$ cat config.mk
export PLATFORM = sky130hd
export DESIGN_NAME = urlencoded_pair_decoder
export DESIGN_NICKNAME = d
export VERILOG_FILES = /design/src/hw/rtl/upd_pkg.sv /design/src/hw/rtl/upd_step.sv /design/src/hw/rtl/upd_out_stage.sv /design/src/hw/rtl/urlencoded_pair_decoder.sv
export SDC_FILE = /design/constraint.sdc
export NUM_CORES = 1
export LEC_CHECK = 0
export ABC_CLOCK_PERIOD_IN_PS = 7400
export BUFFER_PORTS_ARGS = -buffer_cell sky130_fd_sc_hd__buf_2
export CORE_MARGIN = 2
export CORE_UTILIZATION = 55
export DETAILED_ROUTE_END_ITERATION = 6
export GPL_ROUTABILITY_DRIVEN = 0
export PLACE_DENSITY = 0.81
export SLEW_MARGIN = 20
export SYNTH_ARGS = -nofsm -noshare
export SYNTH_HDL_FRONTEND = slang
export SYNTH_SLANG_ARGS = --single-unit
$ cat constraint.sdc
create_clock -name clock -period 7.4 [get_ports clock]
set_input_delay 0.74 -clock clock [delete_from_list [all_inputs] [get_ports clock]]
set_output_delay 0.74 -clock clock [all_outputs]
set_load 0.01 [all_outputs]
$ cat src/hw/rtl/upd_pkg.sv
// shared types, codes and the hex digit helper function of the urlencoded pair decoder
`timescale 1ns / 1ps

package upd_pkg;

   // character codes
   localparam logic [7:0] CH_PERCENT = 8'h25;
   localparam logic [7:0] CH_PLUS    = 8'h2B;
   localparam logic [7:0] CH_EQUALS  = 8'h3D;
   localparam logic [7:0] CH_SPACE   = 8'h20;
   localparam logic [3:0] HEX_LETTER_BASE = 4'd10;

   // event codes
   localparam logic [2:0] EV_BYTE       = 3'd0;
   localparam logic [2:0] EV_NAME_DONE  = 3'd1;
   localparam logic [2:0] EV_VALUE_DONE = 3'd2;
   localparam logic [2:0] EV_NAME_DROP  = 3'd3;
   localparam logic [2:0] EV_NO_VALUE   = 3'd4;

   // escape progress
   localparam logic [1:0] ESC_NONE   = 2'd0;
   localparam logic [1:0] ESC_FIRST  = 2'd1;
   localparam logic [1:0] ESC_SECOND = 2'd2;

   // register indexes
   localparam logic CSR_PAIR_SEPARATOR = 1'b0;
   localparam logic CSR_DECODE_ENABLE  = 1'b1;

   localparam logic [7:0] SEPARATOR_RESET = 8'd38;
   localparam logic       DECODE_RESET    = 1'b1;

   typedef struct packed {
      logic [7:0] in_byte;
      logic       region_last;
   } req_payload_type;

   typedef struct packed {
      logic [2:0] event_res;
      logic       byte_valid;
      logic [7:0] data_byte;
      logic       in_value_part;
   } rsp_payload_type;

   typedef struct packed {
      logic [7:0] pair_separator;
      logic       decode_enable;
   } cfg_type;

   typedef struct packed {
      logic       value_phase;
      logic [1:0] escape_phase;
      logic [3:0] high_nibble;
   } dec_state_type;

   function automatic logic [3:0] hex_digit(input logic [7:0] c);
      logic [3:0] d;
      d = 4'd0;
      if (c >= 8'h30 && c <= 8'h39) begin
         d = c[3:0];
      end else if ((c >= 8'h61 && c <= 8'h66) || (c >= 8'h41 && c <= 8'h46)) begin
         // 'a'..'f' and 'A'..'F' share the low bits 1..6
         d = c[3:0] - 4'd1 + HEX_LETTER_BASE;
      end
      return d;
   endfunction

endpackage

$ cat src/hw/rtl/upd_step.sv
// per-byte decode: next state and the result one request gives
`timescale 1ns / 1ps

module upd_step
   import upd_pkg::*;
(
   input  req_payload_type req_in,
   input  dec_state_type   state_cur,
   input  cfg_type         cfg,
   output dec_state_type   state_nxt,
   output logic            has_result,
   output rsp_payload_type result
);

   logic          dec_got;
   logic [7:0]    dec_byte;
   dec_state_type dec_state;
   dec_state_type cleared;
   logic [7:0]    c;
   logic          last;

   assign c    = req_in.in_byte;
   assign last = req_in.region_last;

   // percent and plus decoding of a part byte
   always_comb begin
      dec_got   = 1'b1;
      dec_byte  = c;
      dec_state = state_cur;
      if (cfg.decode_enable) begin
         if (c == CH_PERCENT) begin
            dec_got = 1'b0;
            dec_state.escape_phase = ESC_FIRST;
         end else if (state_cur.escape_phase == ESC_FIRST) begin
            dec_got = 1'b0;
            dec_state.high_nibble  = hex_digit(c);
            dec_state.escape_phase = ESC_SECOND;
         end else if (state_cur.escape_phase == ESC_SECOND) begin
            dec_byte = {state_cur.high_nibble, hex_digit(c)};
            dec_state.escape_phase = ESC_NONE;
            dec_state.high_nibble  = 4'd0;
         end else if (c == CH_PLUS) begin
            dec_byte = CH_SPACE;
         end
      end
   end

   always_comb begin
      cleared              = state_cur;
      cleared.escape_phase = ESC_NONE;
      cleared.high_nibble  = 4'd0;

      state_nxt  = state_cur;
      has_result = 1'b0;
      result     = '0;

      if (!state_cur.value_phase) begin
         if (last) begin
            state_nxt        = cleared;
            has_result       = 1'b1;
            result.event_res = EV_NO_VALUE;
         end else if (c == CH_SPACE) begin
            state_nxt        = cleared;
            has_result       = 1'b1;
            result.event_res = EV_NAME_DROP;
         end else if (c == CH_EQUALS) begin
            state_nxt             = cleared;
            state_nxt.value_phase = 1'b1;
            has_result            = 1'b1;
            result.event_res      = EV_NAME_DONE;
         end else begin
            state_nxt         = dec_state;
            has_result        = dec_got;
            result.event_res  = EV_BYTE;
            result.byte_valid = 1'b1;
            result.data_byte  = dec_byte;
         end
      end else begin
         result.in_value_part = 1'b1;
         if (c == cfg.pair_separator) begin
            state_nxt             = cleared;
            state_nxt.value_phase = 1'b0;
            has_result            = 1'b1;
            result.event_res      = EV_VALUE_DONE;
         end else if (last) begin
            state_nxt             = cleared;
            state_nxt.value_phase = 1'b0;
            has_result            = 1'b1;
            result.event_res      = EV_VALUE_DONE;
            result.byte_valid     = dec_got;
            result.data_byte      = dec_got ? dec_byte : 8'd0;
         end else begin
            state_nxt         = dec_state;
            has_result        = dec_got;
            result.event_res  = EV_BYTE;
            result.byte_valid = 1'b1;
            result.data_byte  = dec_byte;
         end
      end
   end

endmodule

$ cat src/hw/rtl/upd_out_stage.sv
// result register that holds a response until the consumer takes it
`timescale 1ns / 1ps

module upd_out_stage
   import upd_pkg::*;
(
   input  logic            clock,
   input  logic            reset,
   input  logic            load,
   input  rsp_payload_type load_data,
   output logic            can_load,
   output logic            rsp_valid,
   input  logic            rsp_ready,
   output rsp_payload_type rsp_payload
);

   logic            valid_ff;
   logic            valid_in;
   rsp_payload_type data_ff;

   assign can_load = !valid_ff || rsp_ready;
   assign valid_in = load || (valid_ff && !rsp_ready);

   always_ff @(posedge clock) begin
      if (reset) begin
         valid_ff <= 1'b0;
      end else begin
         valid_ff <= valid_in;
      end
   end

   always_ff @(posedge clock) begin
      if (load) begin
         data_ff <= load_data;
      end
   end

   assign rsp_valid   = valid_ff;
   assign rsp_payload = data_ff;

endmodule

$ cat src/hw/rtl/urlencoded_pair_decoder.sv
// top level of the urlencoded name=value pair decoder
// a request accepted into the input register moves on to the result register,
// from which its response can be taken
// throughput: one request per cycle; a request that gives no response never waits
// a stalled response holds back the input register and then req_ready
// reset (synchronous, active high) empties both registers, returns to the name
// part with no escape pending, separator '&' and decoding on
`timescale 1ns / 1ps

module urlencoded_pair_decoder
   import upd_pkg::*;
(
   input  logic            clock,
   input  logic            reset,
   // request channel
   input  logic            req_valid,
   output logic            req_ready,
   input  req_payload_type req_payload,
   // response channel
   output logic            rsp_valid,
   input  logic            rsp_ready,
   output rsp_payload_type rsp_payload,
   // register writes
   input  logic            csr_we,
   input  logic            csr_index,
   input  logic [7:0]      csr_wdata
);

   // configuration registers
   logic [7:0] separator_ff;
   logic       decode_en_ff;
   cfg_type    cfg;

   // input register
   logic            in_valid_ff;
   logic            in_valid_in;
   req_payload_type in_data_ff;

   // decoder state, advanced as each request leaves the input register
   dec_state_type state_ff;
   dec_state_type state_nxt;

   logic            has_result;
   rsp_payload_type result;
   logic            out_can_load;
   logic            advance;
   logic            req_take;

   always_ff @(posedge clock) begin
      if (reset) begin
         separator_ff <= SEPARATOR_RESET;
         decode_en_ff <= DECODE_RESET;
      end else if (csr_we) begin
         case (csr_index)
            CSR_PAIR_SEPARATOR: separator_ff <= csr_wdata;
            CSR_DECODE_ENABLE:  decode_en_ff <= csr_wdata[0];
            default: ;
         endcase
      end
   end

   assign cfg.pair_separator = separator_ff;
   assign cfg.decode_enable  = decode_en_ff;

   // request leaves the input register when it has no response or the
   // result register can take it
   assign advance   = in_valid_ff && (!has_result || out_can_load);
   assign req_ready = !in_valid_ff || advance;
   assign req_take  = req_valid && req_ready;

   assign in_valid_in = req_take || (in_valid_ff && !advance);

   always_ff @(posedge clock) begin
      if (reset) begin
         in_valid_ff <= 1'b0;
         state_ff    <= '0;
      end else begin
         in_valid_ff <= in_valid_in;
         if (advance) begin
            state_ff <= state_nxt;
         end
      end
   end

   always_ff @(posedge clock) begin
      if (req_take) begin
         in_data_ff <= req_payload;
      end
   end

   upd_step u_step (
      .req_in     (in_data_ff),
      .state_cur  (state_ff),
      .cfg        (cfg),
      .state_nxt  (state_nxt),
      .has_result (has_result),
      .result     (result)
   );

   upd_out_stage u_out (
      .clock       (clock),
      .reset       (reset),
      .load        (advance && has_result),
      .load_data   (result),
      .can_load    (out_can_load),
      .rsp_valid   (rsp_valid),
      .rsp_ready   (rsp_ready),
      .rsp_payload (rsp_payload)
   );

endmodule

# After elaboration in Yosys (flattened, before gate mapping)
# Index checks and enable logic that the tools add are counted.
# word_totals
ff_bits	40
input_bits	23
output_inout_bits	15
wordCells	89
# classes
add_sub_neg	2
magnitude_cmp	6
n_eq_ne	7
muxes	39
bitwise_logic	1
n_reduce_logical	21
# ops
operator	count
8-bit 2-to-1 mux	6
7-bit 2-to-1 mux	6
9-bit 2-to-1 mux	4
8-bit by 6-bit equality test with 1-bit output (second input constant)	4
6-bit 2-to-1 mux	3
8-bit by 7-bit >= comparator with 1-bit output (second input constant)	2
8-bit by 7-bit less-or-equal comparator with 1-bit output (second input constant)	2
12-bit 2-to-1 mux	1
4-bit 2-to-1 mux	3
1-bit 2-to-1 mux	11
11-bit 2-to-1 mux	1
3-bit 2-to-1 mux	3
8-bit equality test	1
8-bit by 6-bit >= comparator with 1-bit output (second input constant)	1
8-bit by 6-bit less-or-equal comparator with 1-bit output (second input constant)	1
1-bit logical AND	8
1-bit logical OR	6
1-bit logical NOT	5
4-bit adder (second input constant)	1
2-bit AND reduction	2
4-bit by 1-bit subtractor with 4-bit output (second input constant)	1
2-bit by 1-bit equality test with 1-bit output (second input constant)	1
2-bit equality test (second input constant)	1
2-bit 2-to-1 mux	1
1-bit NOT	1

# Logic depth before layout (Yosys ltp)
# logic_depth
depth_word	14
mapped_depth	10
depth_no_buf	8

# Cells and area by module
# A second synthesis with hierarchy kept.
# unflattened
cells_unflattened	225
area_unflattened_um2	2232.1
# modules_own_cells
module	n_inst	cells_per_inst	area_each_um2	seq_area_each_um2
urlencoded_pair_decoder	1	87	992.2	610.6
upd_step	1	121	803.3	0.0
upd_out_stage	1	17	436.7	410.4

# Worst setup path before layout
# OpenSTA, ideal clock, no wires.
# synth_timing
path_type	flip-flop to flip-flop
startpoint	register in_data_ff[7] (netlist bit)
endpoint	register u_out.data_ff, in the netlist u_out.rsp_payload[0] (enable)
setup_time_ns	0.382
t_arrival_ns	2.438
required_time_ns	7.018
path_slack_ns	4.580
path_stages_with_launch	8
path_buffers	1
period_less_slack_ns	2.820
path_cell_list	edfxtp_1 > or3b_1 > or4_4 > a21oi_4 > or3_1 > buf_4 > o21ai_1 > nor2_1
# synth_between
elab_chain_cells	11
word_cells_on_any_way	16
classes_between	eq/ne: 4; mux: 8; reduce/logical: 4
# synth_rtl
element	line_no	text
start, declared	urlencoded_pair_decoder.sv:37	req_payload_type in_data_ff;
start signal, assigned	urlencoded_pair_decoder.sv:87	in_data_ff <= req_payload;
8-bit by 6-bit equality test with 1-bit output	upd_step.sv:31	if (c == CH_PERCENT) begin
1-bit 2-to-1 mux	upd_step.sv:31	
1-bit 2-to-1 mux	upd_step.sv:30	if (cfg.decode_enable) begin
1-bit 2-to-1 mux	upd_step.sv:66	end else if (c == CH_EQUALS) begin
1-bit 2-to-1 mux	upd_step.sv:62	end else if (c == CH_SPACE) begin
1-bit 2-to-1 mux	upd_step.sv:58	if (last) begin
1-bit 2-to-1 mux (*)	upd_step.sv:57	if (!state_cur.value_phase) begin
1-bit logical NOT	urlencoded_pair_decoder.sv:67	assign advance = in_valid_ff && (!has_result || out_can_load);
1-bit logical OR	urlencoded_pair_decoder.sv:67	
1-bit logical AND	urlencoded_pair_decoder.sv:67	
1-bit logical AND (*)	urlencoded_pair_decoder.sv:103	.load (advance && has_result),
net u_out.load	upd_out_stage.sv:9	input logic load,
end signal, assigned	upd_out_stage.sv:34	data_ff <= load_data;
end, declared	upd_out_stage.sv:19	rsp_payload_type data_ff;
# The timed path passes the listed nets; every way through them passes the cells marked *.
# A chain may end at the register's enable or synchronous reset.

# Final worst setup path
# layout_timing
startpoint	register in_data_ff[7] (netlist bit)
endpoint	output port req_ready
# layout_between
elab_chain_cells	11
word_cells_on_any_way	16
classes_between	eq/ne: 4; mux: 8; reduce/logical: 4
# layout_rtl
element	line_no	text
8-bit by 6-bit equality test with 1-bit output	upd_step.sv:31	
1-bit 2-to-1 mux	upd_step.sv:31	
1-bit 2-to-1 mux	upd_step.sv:30	
1-bit 2-to-1 mux	upd_step.sv:66	
1-bit 2-to-1 mux	upd_step.sv:62	
1-bit 2-to-1 mux	upd_step.sv:58	
1-bit 2-to-1 mux (*)	upd_step.sv:57	
1-bit logical NOT (*)	urlencoded_pair_decoder.sv:67	
1-bit logical OR (*)	urlencoded_pair_decoder.sv:67	
1-bit logical AND (*)	urlencoded_pair_decoder.sv:67	
1-bit logical OR (*)	urlencoded_pair_decoder.sv:68	assign req_ready = !in_valid_ff || advance;
end, declared	urlencoded_pair_decoder.sv:17	output logic req_ready,
# Every way passes the cells marked *; elsewhere a longest branch is shown, timed or not.

==> metrics.txt <==
outcome completed; Worst R2R Start in_data_ff[7]; IO Pins 38; r2r setup slk 4.27 ns; worst-margin pin slew 0.942 ns; HPWL Detailed between 3 and 4 mm; Switch Pwr 0.112 mW; post-synth cell types 49; Syn Inst Count 221; first-pass iteration count of the detailed router 4; final period utilization 45.0%; multi-input logic area about 970 um^2; worst reg-to-reg path cell count 6; Max-slew headroom 37.0%; row cnt 22; Cell Int Power 0.351 mW; CTS tree done; Final setup viols 0; Worst EP required 6.66 ns; Die Height 65.7 um; initial antenna violation count 0; most frequent cells in the layout 37 x buf_2, 28 x nand2_1, 22 x edfxtp_1; Synth-to-Final Area Change 14.4%; Via Count 1,724; GRT Resource Usage Total 23.7%; Max Fclk roughly 300 MHz; diode count 0; hold endpoint separator_ff[7]; CTS max path bufs 2; Leak Pwr 0.940 nW; Yosys warning total 0; Tmin final 3.33 ns; drt total wl 4.47 mm; final hold violation count 0; FF+latch area just over 1000 um^2; overall power 0.463 mW; Core Area 3660 um^2; Critical Path Start in_data_ff[7]; crit path DAT between 2 and 3 ns; Gate power share 9.9%; Finished Layout Cells 302; clock root cell clkbuf_8; worst skew pair latency 0.30 ns; Starting Density 57.1%; DR iter-0 viols 106; first-pass GRT wire length 7.56 mm; final count of pins violating max slew 0; H-tree levels 2; die width ~66 um; clock skew 0.00421 ns; clk slew on worst S/H paths 0.07 ns; Nets 280; wire per inst 14.8 um; Yosys reg bits 40; switching share of power about a quarter; Max FO, Critical Path 6; Placement Setup Slack 4.32 ns; Max Cap Violations 0; final worst slack a little over 4 ns; hold path depth 2; Final Util 65.3%; commonest non-fill, non-tap cell in the layout buf_2; Avg Synthesized Cell Area approximately 9.5 um^2; setup TNS 0 ns; Post-Place Cells a little under 300; share of layout cells above drive strength 1 20.1%; vias in the first global route 1,596; Reg-to-Reg End u_out.rsp_payload[3]; mapped cell area 2090 um^2; vias per std cell approximately 5.7; Hold Crit Start separator_ff[7]; clock power share 35.0%; register share of total power 55.1%; Clock Sinks 40; WS Path Type reg2out; largest net degree at the start of global routing 15; sequential cell area fraction in the yosys report about half; Pwr Density 194 nW/um^2; DRC 0; hold bufs inserted after CTS 0; HP Class reg2reg; Crit. End Element primary output; post-route ant nets 0; RSZ-0062 raised after global routing false; gr ovfl total 0; critical path startpoint category flip-flop; Synth Net Count 248; filler instances 317; # port buffers 37; Post-CTS Setup Repair Bufs 0; Worst VDD drop 0.148 mV; clock buffer count from CTS 5; Post-CTS Resized 0; DIE AREA ~4300 um^2
per-stage QoR:
| step | instance area, um^2 | hold WS, ns |
|---|---|---|
| floorplan | 2090 | 0.445 |
| global placement | 2290 | 0.463 |
| detailed placement | 2290 | 0.472 |
| CTS | 2390 | 0.483 |
| global route | 2390 | 0.504 |
| finish | 2390 | 0.481 |
state kept, by name, indices dropped and copies added (netlist names):
| name | count |
|---|---|
| u_out.rsp_valid | 1 |
| in_data_ff | 9 |
| state_ff | 7 |
| in_valid_ff | 1 |
| decode_en_ff | 1 |
| u_out.rsp_payload | 13 |
| separator_ff | 8 |
worst max-delay path, cell delays in order (launching register included):
cell	delay, ns
edfxtp_1	0.48
or3b_1	0.45
or4_4	0.53
a21oi_4	0.20
or3_1	0.27
o211ai_1	0.17
buf_2	0.19
Yosys cell counts, drive strengths merged:
master / count / share of area [%]
nand2: 28 / 5.0
edfxtp: 22 / 32
a21oi: 18 / 4.8
dfxtp: 18 / 17
nor2: 17 / 3.1
inv: 14 / 2.5
o21ai: 11 / 2.6
clkbuf: 10 / 1.8
xnor2: 8 / 3.4
nand2b: 6 / 1.8
nand3: 6 / 1.4
nor2b: 6 / 1.8
nor3: 5 / 2.0
a22oi: 4 / 1.4
ha: 4 / 2.4
nand4: 4 / 1.2
o22ai: 3 / 0.90
o32ai: 3 / 1.3
or3: 3 / 0.90
a211o: 2 / 0.84
a211oi: 2 / 0.72
a31o: 2 / 0.84
and2: 2 / 0.60
buf: 2 / 0.60
mux2i: 2 / 0.96
o31a: 2 / 0.84
a2111o: 1 / 0.54
a221o: 1 / 0.48
a311o: 1 / 0.48
a41oi: 1 / 0.42
and3: 1 / 0.30
and4: 1 / 0.42
maj3: 1 / 0.48
nand4b: 1 / 0.42
nor3b: 1 / 0.60
nor4b: 1 / 0.42
o2111ai: 1 / 0.42
o211ai: 1 / 0.36
o21bai: 1 / 0.36
o22a: 1 / 0.42
o311ai: 1 / 0.42
or3b: 1 / 0.42
or4: 1 / 0.54
final cells by class:
| class | instances | area share [%] |
|---|---|---|
| tap | 48 | 2.51 |
| timing repair buffer | 37 | 7.74 |
| clock buffer | 6 | 3.92 |
| sequential | 40 | 42.7 |
| multi-input combinational | 155 | 40.5 |
| clock inverter | 2 | 0.471 |
| inverter | 14 | 2.20 |
power by group through the flow:
stage                     Clock, mW  Combinational, mW  Sequential (mW)
final                         0.162             0.0458            0.255
after global routing          0.177             0.0513            0.256
after CTS                     0.165             0.0456            0.255
after detailed placement          0             0.0453            0.260
after global placement            0             0.0447            0.259
after floorplan                   0             0.0325            0.256
layer usage:
layer  part of all wire [%]  up-vias  GRT usage [%]
met2                     49       66           38.8
met4                    2.9        0           10.9
met5                      0        -              0
met3                    6.3       14           6.68
li1                       -      861              -
met1                     42      783           28.8
logic make-up after synthesis:
group | count (synthesis) | synth area share (%)
mux | 2 | 0.958
compound gates | 56 | 18.2
flops | 40 | 48.8
xor+xnor | 8 | 3.35
buf+inv | 26 | 4.91
fa+ha+maj | 5 | 2.87
simple gates | 84 | 20.9
how the worst max path moves through the flow:
stage	end	slack [ns]
after floorplan	u_out.rsp_payload[0]	4.58
after global placement	u_out.rsp_payload[1]	4.40
after detailed placement	u_out.rsp_payload[1]	4.32
after CTS	req_ready	4.12
after global routing	req_ready	3.84
final	req_ready	4.07
Note: power is estimated with default switching activity, not from simulation.
